$ cat config.mk
export PLATFORM = sky130hd
export DESIGN_NAME = mae_front_flat
export DESIGN_NICKNAME = d
export VERILOG_FILES = /design/src/rtl/mae_pkg.sv /design/src/rtl/mae_if.sv /design/src/rtl/mae_front.sv /design/src/flat_wrapper.sv
export SDC_FILE = /design/constraint.sdc
export NUM_CORES = 1
export LEC_CHECK = 0
export ABC_CLOCK_PERIOD_IN_PS = 5150
export BUFFER_PORTS_ARGS = -buffer_cell sky130_fd_sc_hd__buf_4
export CORE_AREA = 2 2 92 182
export DETAILED_ROUTE_END_ITERATION = 7
export DIE_AREA = 0 0 94 184
export GPL_TIMING_DRIVEN = 0
export MAX_ROUTING_LAYER = met4
export PLACE_DENSITY = 0.72
export SETUP_SLACK_MARGIN = 0.3
export SYNTH_ARGS = -nofsm -noshare
export SYNTH_HDL_FRONTEND = slang
export SYNTH_SLANG_ARGS = --single-unit
$ cat constraint.sdc
create_clock -name clk -period 5.15 [get_ports clk]
set_input_delay 0.2575 -clock clk [delete_from_list [all_inputs] [get_ports clk]]
set_output_delay 0.2575 -clock clk [all_outputs]
set_load 0.01 [all_outputs]
$ cat src/rtl/mae_pkg.sv
`timescale 1ns / 1ps
// ----------------------------------------------------------------------------
// mae_pkg
// Shared types, codes and helper functions of the mini A64 execute unit.
// ----------------------------------------------------------------------------
package mae_pkg;

    localparam int REG_COUNT = 31;
    localparam logic [4:0] LINK_REG = 5'd30;
    localparam logic [63:0] INSN_BYTES = 64'd4;

    typedef enum logic [4:0] {
        MODE_ADD  = 5'd0,
        MODE_SUB  = 5'd1,
        MODE_SUBS = 5'd2,
        MODE_MUL  = 5'd3,
        MODE_SDIV = 5'd4,
        MODE_UDIV = 5'd5,
        MODE_LSL  = 5'd6,
        MODE_LSR  = 5'd7,
        MODE_AND  = 5'd8,
        MODE_ORR  = 5'd9,
        MODE_EOR  = 5'd10,
        MODE_MOV  = 5'd11,
        MODE_LDR  = 5'd12,
        MODE_STR  = 5'd13,
        MODE_CMP  = 5'd14,
        MODE_BEQ  = 5'd15,
        MODE_BNE  = 5'd16,
        MODE_BLT  = 5'd17,
        MODE_BGT  = 5'd18,
        MODE_BLE  = 5'd19,
        MODE_BGE  = 5'd20,
        MODE_B    = 5'd21,
        MODE_BL   = 5'd22,
        MODE_RET  = 5'd23,
        MODE_NOP  = 5'd24,
        MODE_CLZ  = 5'd25,
        MODE_STRB = 5'd26,
        MODE_LDRB = 5'd27
    } mode_t;

    typedef enum logic [1:0] {
        KIND_X  = 2'd0,
        KIND_W  = 2'd1,
        KIND_SP = 2'd2,
        KIND_PC = 2'd3
    } kind_t;

    typedef enum logic [1:0] {
        COND_NONE = 2'd0,
        COND_ZERO = 2'd1,
        COND_NEG  = 2'd2,
        COND_POS  = 2'd3
    } cond_t;

    typedef enum logic [1:0] {
        CFG_STACK_BASE = 2'd0,
        CFG_START_SP   = 2'd1,
        CFG_START_PC   = 2'd2
    } cfg_idx_t;

    typedef enum logic [2:0] {
        CLS_ALU,
        CLS_MUL,
        CLS_DIV,
        CLS_CLZ,
        CLS_MEM,
        CLS_CMP,
        CLS_BR,
        CLS_NOP
    } cls_t;

    typedef struct packed {
        logic [4:0]  mode;
        logic        first_is_const;
        logic [4:0]  first_num;
        logic [1:0]  first_kind;
        logic        second_is_const;
        logic [4:0]  second_num;
        logic [1:0]  second_kind;
        logic        third_is_const;
        logic [4:0]  third_num;
        logic [1:0]  third_kind;
        logic [63:0] immediate;
    } insn_t;

    typedef struct packed {
        insn_t insn;
        cls_t  cls;
    } q_item_t;

    function automatic logic [63:0] sext32(input logic [63:0] v);
        return {{32{v[31]}}, v[31:0]};
    endfunction

    function automatic logic [3:0] lz8(input logic [7:0] v);
        logic [3:0] n;
        logic       hit;
        n   = '0;
        hit = 1'b0;
        for (int i = 7; i >= 0; i--)
        begin
            if (!hit)
            begin
                if (v[i])
                    hit = 1'b1;
                else
                    n = n + 4'd1;
            end
        end
        return n;
    endfunction

endpackage

$ cat src/rtl/mae_if.sv
`timescale 1ns / 1ps
// ----------------------------------------------------------------------------
// mae_if
// Valid/ready channels of the execute unit: instruction in, result out.
// ----------------------------------------------------------------------------
interface mae_insn_if;
    logic        valid;
    logic        ready;
    logic [4:0]  mode;
    logic        first_is_const;
    logic [4:0]  first_num;
    logic [1:0]  first_kind;
    logic        second_is_const;
    logic [4:0]  second_num;
    logic [1:0]  second_kind;
    logic        third_is_const;
    logic [4:0]  third_num;
    logic [1:0]  third_kind;
    logic [63:0] immediate;

    modport source (
        output valid, mode, first_is_const, first_num, first_kind,
               second_is_const, second_num, second_kind,
               third_is_const, third_num, third_kind, immediate,
        input  ready
    );
    modport sink (
        input  valid, mode, first_is_const, first_num, first_kind,
               second_is_const, second_num, second_kind,
               third_is_const, third_num, third_kind, immediate,
        output ready
    );
endinterface


$ cat src/rtl/mae_front.sv
`timescale 1ns / 1ps
// ----------------------------------------------------------------------------
// mae_front
// Accepts instructions, tags them with an execution class and queues them.
// ----------------------------------------------------------------------------
module mae_front
    import mae_pkg::*;
(
    input  logic        clk,
    input  logic        rst_n,
    mae_insn_if.sink    insn,
    input  logic        hold,
    output q_item_t     head,
    output logic        head_valid,
    input  logic        head_pop
);

    q_item_t    q_reg [2];
    logic       wr_ptr_reg;
    logic       rd_ptr_reg;
    logic [1:0] cnt_reg;
    logic       push;
    logic       pop;
    insn_t      in_item;
    cls_t       in_cls;

    always_comb
    begin
        in_item.mode            = insn.mode;
        in_item.first_is_const  = insn.first_is_const;
        in_item.first_num       = insn.first_num;
        in_item.first_kind      = insn.first_kind;
        in_item.second_is_const = insn.second_is_const;
        in_item.second_num      = insn.second_num;
        in_item.second_kind     = insn.second_kind;
        in_item.third_is_const  = insn.third_is_const;
        in_item.third_num       = insn.third_num;
        in_item.third_kind      = insn.third_kind;
        in_item.immediate       = insn.immediate;
    end

    always_comb
    begin
        case (insn.mode)
            MODE_ADD, MODE_SUB, MODE_SUBS, MODE_LSL, MODE_LSR,
            MODE_AND, MODE_ORR, MODE_EOR, MODE_MOV:        in_cls = CLS_ALU;
            MODE_MUL:                                      in_cls = CLS_MUL;
            MODE_SDIV, MODE_UDIV:                          in_cls = CLS_DIV;
            MODE_CLZ:                                      in_cls = CLS_CLZ;
            MODE_LDR, MODE_STR, MODE_LDRB, MODE_STRB:      in_cls = CLS_MEM;
            MODE_CMP:                                      in_cls = CLS_CMP;
            MODE_BEQ, MODE_BNE, MODE_BLT, MODE_BGT, MODE_BLE,
            MODE_BGE, MODE_B, MODE_BL, MODE_RET:           in_cls = CLS_BR;
            default:                                       in_cls = CLS_NOP;
        endcase
    end

    assign insn.ready = (cnt_reg != 2'd2) && !hold;
    assign push       = insn.valid && insn.ready;
    assign head_valid = (cnt_reg != 2'd0);
    assign pop        = head_pop && head_valid;
    assign head       = q_reg[rd_ptr_reg];

    always_ff @(posedge clk or negedge rst_n)
    begin
        if (!rst_n)
        begin
            wr_ptr_reg <= 1'b0;
            rd_ptr_reg <= 1'b0;
            cnt_reg    <= '0;
        end
        else
        begin
            if (push)
                wr_ptr_reg <= !wr_ptr_reg;
            if (pop)
                rd_ptr_reg <= !rd_ptr_reg;
            if (push && !pop)
                cnt_reg <= cnt_reg + 2'd1;
            else if (pop && !push)
                cnt_reg <= cnt_reg - 2'd1;
        end
    end

    always_ff @(posedge clk)
    begin
        if (push)
        begin
            q_reg[wr_ptr_reg].insn <= in_item;
            q_reg[wr_ptr_reg].cls  <= in_cls;
        end
    end

endmodule

$ cat src/flat_wrapper.sv
// flat-port wrapper written by rule: the top's interface ports become plain ports
module mae_front_flat import mae_pkg::*;
  (clk, rst_n, hold, head, head_valid, head_pop, insn_valid, insn_mode, insn_first_is_const, insn_first_num, insn_first_kind, insn_second_is_const, insn_second_num, insn_second_kind, insn_third_is_const, insn_third_num, insn_third_kind, insn_immediate, insn_ready);
  mae_insn_if insn_i ();
  input  logic clk;
  input  logic rst_n;
  input  logic hold;
  output q_item_t head;
  output logic head_valid;
  input  logic head_pop;
  input wire logic [$bits(insn_i.valid)-1:0] insn_valid;
  input wire logic [$bits(insn_i.mode)-1:0] insn_mode;
  input wire logic [$bits(insn_i.first_is_const)-1:0] insn_first_is_const;
  input wire logic [$bits(insn_i.first_num)-1:0] insn_first_num;
  input wire logic [$bits(insn_i.first_kind)-1:0] insn_first_kind;
  input wire logic [$bits(insn_i.second_is_const)-1:0] insn_second_is_const;
  input wire logic [$bits(insn_i.second_num)-1:0] insn_second_num;
  input wire logic [$bits(insn_i.second_kind)-1:0] insn_second_kind;
  input wire logic [$bits(insn_i.third_is_const)-1:0] insn_third_is_const;
  input wire logic [$bits(insn_i.third_num)-1:0] insn_third_num;
  input wire logic [$bits(insn_i.third_kind)-1:0] insn_third_kind;
  input wire logic [$bits(insn_i.immediate)-1:0] insn_immediate;
  output wire logic [$bits(insn_i.ready)-1:0] insn_ready;
  assign insn_i.valid = insn_valid;
  assign insn_i.mode = insn_mode;
  assign insn_i.first_is_const = insn_first_is_const;
  assign insn_i.first_num = insn_first_num;
  assign insn_i.first_kind = insn_first_kind;
  assign insn_i.second_is_const = insn_second_is_const;
  assign insn_i.second_num = insn_second_num;
  assign insn_i.second_kind = insn_second_kind;
  assign insn_i.third_is_const = insn_third_is_const;
  assign insn_i.third_num = insn_third_num;
  assign insn_i.third_kind = insn_third_kind;
  assign insn_i.immediate = insn_immediate;
  assign insn_ready = insn_i.ready;
  mae_front u_core (.clk(clk), .rst_n(rst_n), .insn(insn_i), .hold(hold), .head(head), .head_valid(head_valid), .head_pop(head_pop));
endmodule
==> impl_metrics.prom <==
# TYPE chip_impl_metric gauge
chip_impl_info{name="outcome",value="complete, no violations"} 1
chip_impl_metric{name="post_route_drc",unit=""} 0
chip_impl_metric{name="met3RoutedLength",unit="microns"} 615
chip_impl_metric{name="vias_in_the_first_global_route",unit=""} 4328
chip_impl_metric{name="worstMarginPinSlew",unit="ns"} 0.7121
chip_impl_metric{name="max-clock-path-buffers",unit=""} 2
chip_impl_metric{name="clock-sinks",unit=""} 196
chip_impl_metric{name="crit_buf_inv",unit=""} 2
chip_impl_metric{name="synth_sequential_area_ratio",unit="%"} 79.96
chip_impl_info{name="critical_path_class",value="flop to flop"} 1
chip_impl_metric{name="total_leakage_power",unit="nW"} 3.886
chip_impl_metric{name="hold_viol_final",unit=""} 0
chip_impl_metric{name="yosys_register_bits",unit=""} 196
chip_impl_metric{name="power.ir.vdd_worst",unit="mV"} 0.3809
chip_impl_metric{name="num_rows",unit=""} 65
chip_impl_metric{name="maxCapViolations",unit=""} 0
chip_impl_metric{name="synth_cells",unit=""} 330
chip_impl_metric{name="wl_met1",unit="microns"} 4700
chip_impl_info{name="setup.worst_path.start_class",value="flop"} 1
chip_impl_metric{name="total_power",unit="mW"} 4.899
chip_impl_metric{name="globalplace.congestion",unit=""} 0.7242
chip_impl_metric{name="detail_route.first_pass.iterations",unit=""} 4
chip_impl_info{name="tritoncts",value="yes"} 1
chip_impl_metric{name="slew_viol_final",unit=""} 0
chip_impl_metric{name="layout.nets",unit=""} 690
chip_impl_metric{name="critPathMaxFanout",unit=""} 32
chip_impl_metric{name="avgSynthCellArea",unit="sq um"} 22.23
chip_impl_metric{name="initial_util",unit="%"} 46.26
chip_impl_metric{name="fmax",unit="GHz"} 0.4581
chip_impl_metric{name="fp.dieArea",unit="sq um"} 17300
chip_impl_info{name="dr.max_layer_used",value="met4"} 1
chip_impl_metric{name="grt_first_pass_wirelength",unit="microns"} 21730
chip_impl_metric{name="timing.setup.tns",unit="ns"} 0
chip_impl_metric{name="post_detailed_placement_half_perimeter_wirelength",unit="microns"} 10050
chip_impl_metric{name="vias_per_cell",unit=""} 4.907
chip_impl_metric{name="finClkSkew",unit="ns"} 0.008030
chip_impl_metric{name="routed_wl",unit="microns"} 14600
chip_impl_info{name="leading_cell_type_in_the_layout_fill_and_taps_excluded",value="sky130_fd_sc_hd__buf_4"} 1
chip_impl_metric{name="cts_made_buffers",unit=""} 17
chip_impl_info{name="root_buffer",value="sky130_fd_sc_hd__clkbuf_16"} 1
chip_impl_metric{name="largest_register_ffs",unit=""} 192
chip_impl_metric{name="antenna_cells",unit=""} 0
chip_impl_metric{name="period_minus_slack",unit="ns"} 2.183
chip_impl_metric{name="placement.io_buffers",unit=""} 195
chip_impl_info{name="timing.critical_path.cells",value="nor2b_1 > nor3b_4 > nor2b_4 > buf_16 > buf_12"} 1
chip_impl_metric{name="worst_setup_hold_path_clk_slew",unit="ns"} 0.07
chip_impl_metric{name="cts-htree-levels",unit=""} 4
chip_impl_metric{name="layout-drive-gt1-share",unit="%"} 56.62
chip_impl_metric{name="maximum_number_of_pins_on_one_net_before_global_route_repair",unit=""} 50
chip_impl_metric{name="reg2reg_setup_slack",unit="ns"} 2.97
chip_impl_metric{name="area_growth",unit="%"} 38.67
chip_impl_metric{name="dieHeight",unit="microns"} 184
chip_impl_metric{name="critical_path_arrival",unit="ns"} 2.30
chip_impl_metric{name="slowest_delay",unit="ns"} 0.56
chip_impl_metric{name="report.final.setup_viol",unit=""} 0
chip_impl_metric{name="ioPinCount",unit=""} 196
chip_impl_metric{name="cp_data_required_time",unit="ns"} 5.27
chip_impl_metric{name="die-width",unit="microns"} 94
chip_impl_metric{name="gr-total-overflow",unit=""} 0
chip_impl_metric{name="ys_types",unit=""} 25
chip_impl_info{name="crit_path_top_delay_cell",value="sky130_fd_sc_hd__nor2b_4"} 1
chip_impl_metric{name="clock_latency",unit="ns"} 0.42
chip_impl_info{name="setup.worst_path.end_class",value="flop"} 1
chip_impl_metric{name="yosysWarningCount",unit=""} 0
chip_impl_metric{name="layout_worst_path_cycle_share",unit="%"} 42.39
chip_impl_metric{name="postCtsSetupRepairBufs",unit=""} 0
chip_impl_metric{name="ant_nets",unit=""} 0
chip_impl_info{name="kind_of_cell_adding_the_most_delay_to_the_critical_path",value="simple AND/OR/NAND/NOR gates"} 1
chip_impl_metric{name="synth_nets",unit=""} 429
chip_impl_metric{name="cellPowerDensity",unit="nW/um^2"} 481.6
chip_impl_metric{name="core_area",unit="sq um"} 15860
chip_impl_metric{name="wl_per_cell",unit="microns"} 18.13
chip_impl_info{name="hold_path_class",value="input pin to flop"} 1
chip_impl_metric{name="grt_util_all_layers",unit="%"} 17.65
chip_impl_metric{name="met2_length",unit="microns"} 8626
chip_impl_metric{name="routed-via-count",unit=""} 3950
chip_impl_metric{name="grt_antenna_before_repair",unit=""} 0
chip_impl_info{name="rsz0062_at_grt",value="false"} 1
chip_impl_metric{name="first_iter_violations",unit=""} 149
chip_impl_metric{name="syn_area",unit="sq um"} 7336
chip_impl_metric{name="timing.slew.headroom",unit="%"} 52.52
chip_impl_info{name="layout_common_cells",value="195 x sky130_fd_sc_hd__buf_4, 192 x sky130_fd_sc_hd__edfxtp_1, 66 x sky130_fd_sc_hd__mux2_2, 43 x sky130_fd_sc_hd__dlygate4sd3_1, 30 x sky130_fd_sc_hd__mux2_4"} 1
## area by class of cell
type / instances / area [sq um]
Clock inverter: 15 / 160.2
Fill cell: 1106 / 5687
Sequential cell: 196 / 5866
Timing Repair Buffer: 242 / 1989
Multi-Input combinational cell: 121 / 1386
Buffer: 11 / 86.33
Inverter: 2 / 7.507
Tap cell: 201 / 251.5
Clock buffer: 17 / 425.4
## cell families (layout without fill, tap and decap cells)
logic type / after synthesis / count (layout) / share of synthesized area [%]
compound gates: 6 / 6 / 0.5969
xor+xnor: 5 / 5 / 0.5971
fa+ha+maj: 1 / 1 / 0.1705
buf+inv: 13 / 287 / 1.279
flops: 196 / 196 / 79.96
mux: 96 / 96 / 16.27
simple gates: 13 / 13 / 1.126
## stage by stage
step | instance area (sq um) | worst slack, ns | hold slack, ns | std cells | utilization, %
final | 10170 | 2.967 | 0.02009 | 805 | 64.14
after global routing | 10170 | 2.828 | 0.0001406 | 805 | 64.14
after CTS | 10050 | 2.917 | 0.00002584 | 793 | 63.38
after detailed placement | 9156 | 2.945 | 0.05733 | 730 | 57.74
after global placement | 9054 | 0.2081 | 0.05696 | 726 | 57.09
after floorplan | 7338 | 1.396 | -0.03809 | 330 | -
## synth_stat cells (all sizes together)
master	number	area [sq um]
o41ai	1	8.760
o221ai	1	8.760
a21oi	1	5.000
xnor2	2	17.52
and3	1	6.260
a22o	1	8.760
inv	2	7.510
and2	1	6.260
nor2	2	7.510
buf	11	86.33
or2	1	6.260
ha	1	12.51
o211ai	1	7.510
mux2	96	1194
nand2b	1	6.260
nand3	1	5.000
nor3b	1	18.77
o21ai	1	5.000
edfxtp	192	5766
xor2	3	26.28
dfrtp	4	100.1
nor2b	3	18.77
nand2	2	7.510
## final timing paths
check,from,end,depth (start not counted)
worst max-delay path,u_core.cnt_reg[1],u_core.q_reg[0][72],5
worst min-delay path,insn_third_kind[1],u_core.q_reg[1][68],1
worst max register to register,u_core.cnt_reg[1],u_core.q_reg[0][72],5
worst min register to register,u_core.cnt_reg[1],u_core.cnt_reg[1],1
max in group asynchronous,rst_n,u_core.cnt_reg[0],2
min in group asynchronous,rst_n,u_core.rd_ptr_reg,2
## per-layer routing
layer	vias up	track usage, %
met5	-	-
met4	0	10.26
met3	40	3.731
met2	144	32.77
met1	1944	15.89
li1	1822	-
## what timing repair did
item | 4_1_cts | 5_1_grt
setup endpoints to repair | 0 | 0
hold buffers | 31 | 12
resized for setup | 0 | 0
endpoints found under the hold margin | 60 | 21
## power breakdown
part           internal [mW]  switching [mW]  total, mW  leakage (nW)
registers               1.98          0.0548       2.04          1.80
logic                  0.860           0.705       1.56          1.80
clock network          0.691           0.606       1.30         0.282
total                   3.53            1.37       4.90          3.89
No activity file was read; power rests on OpenSTA's default activity.
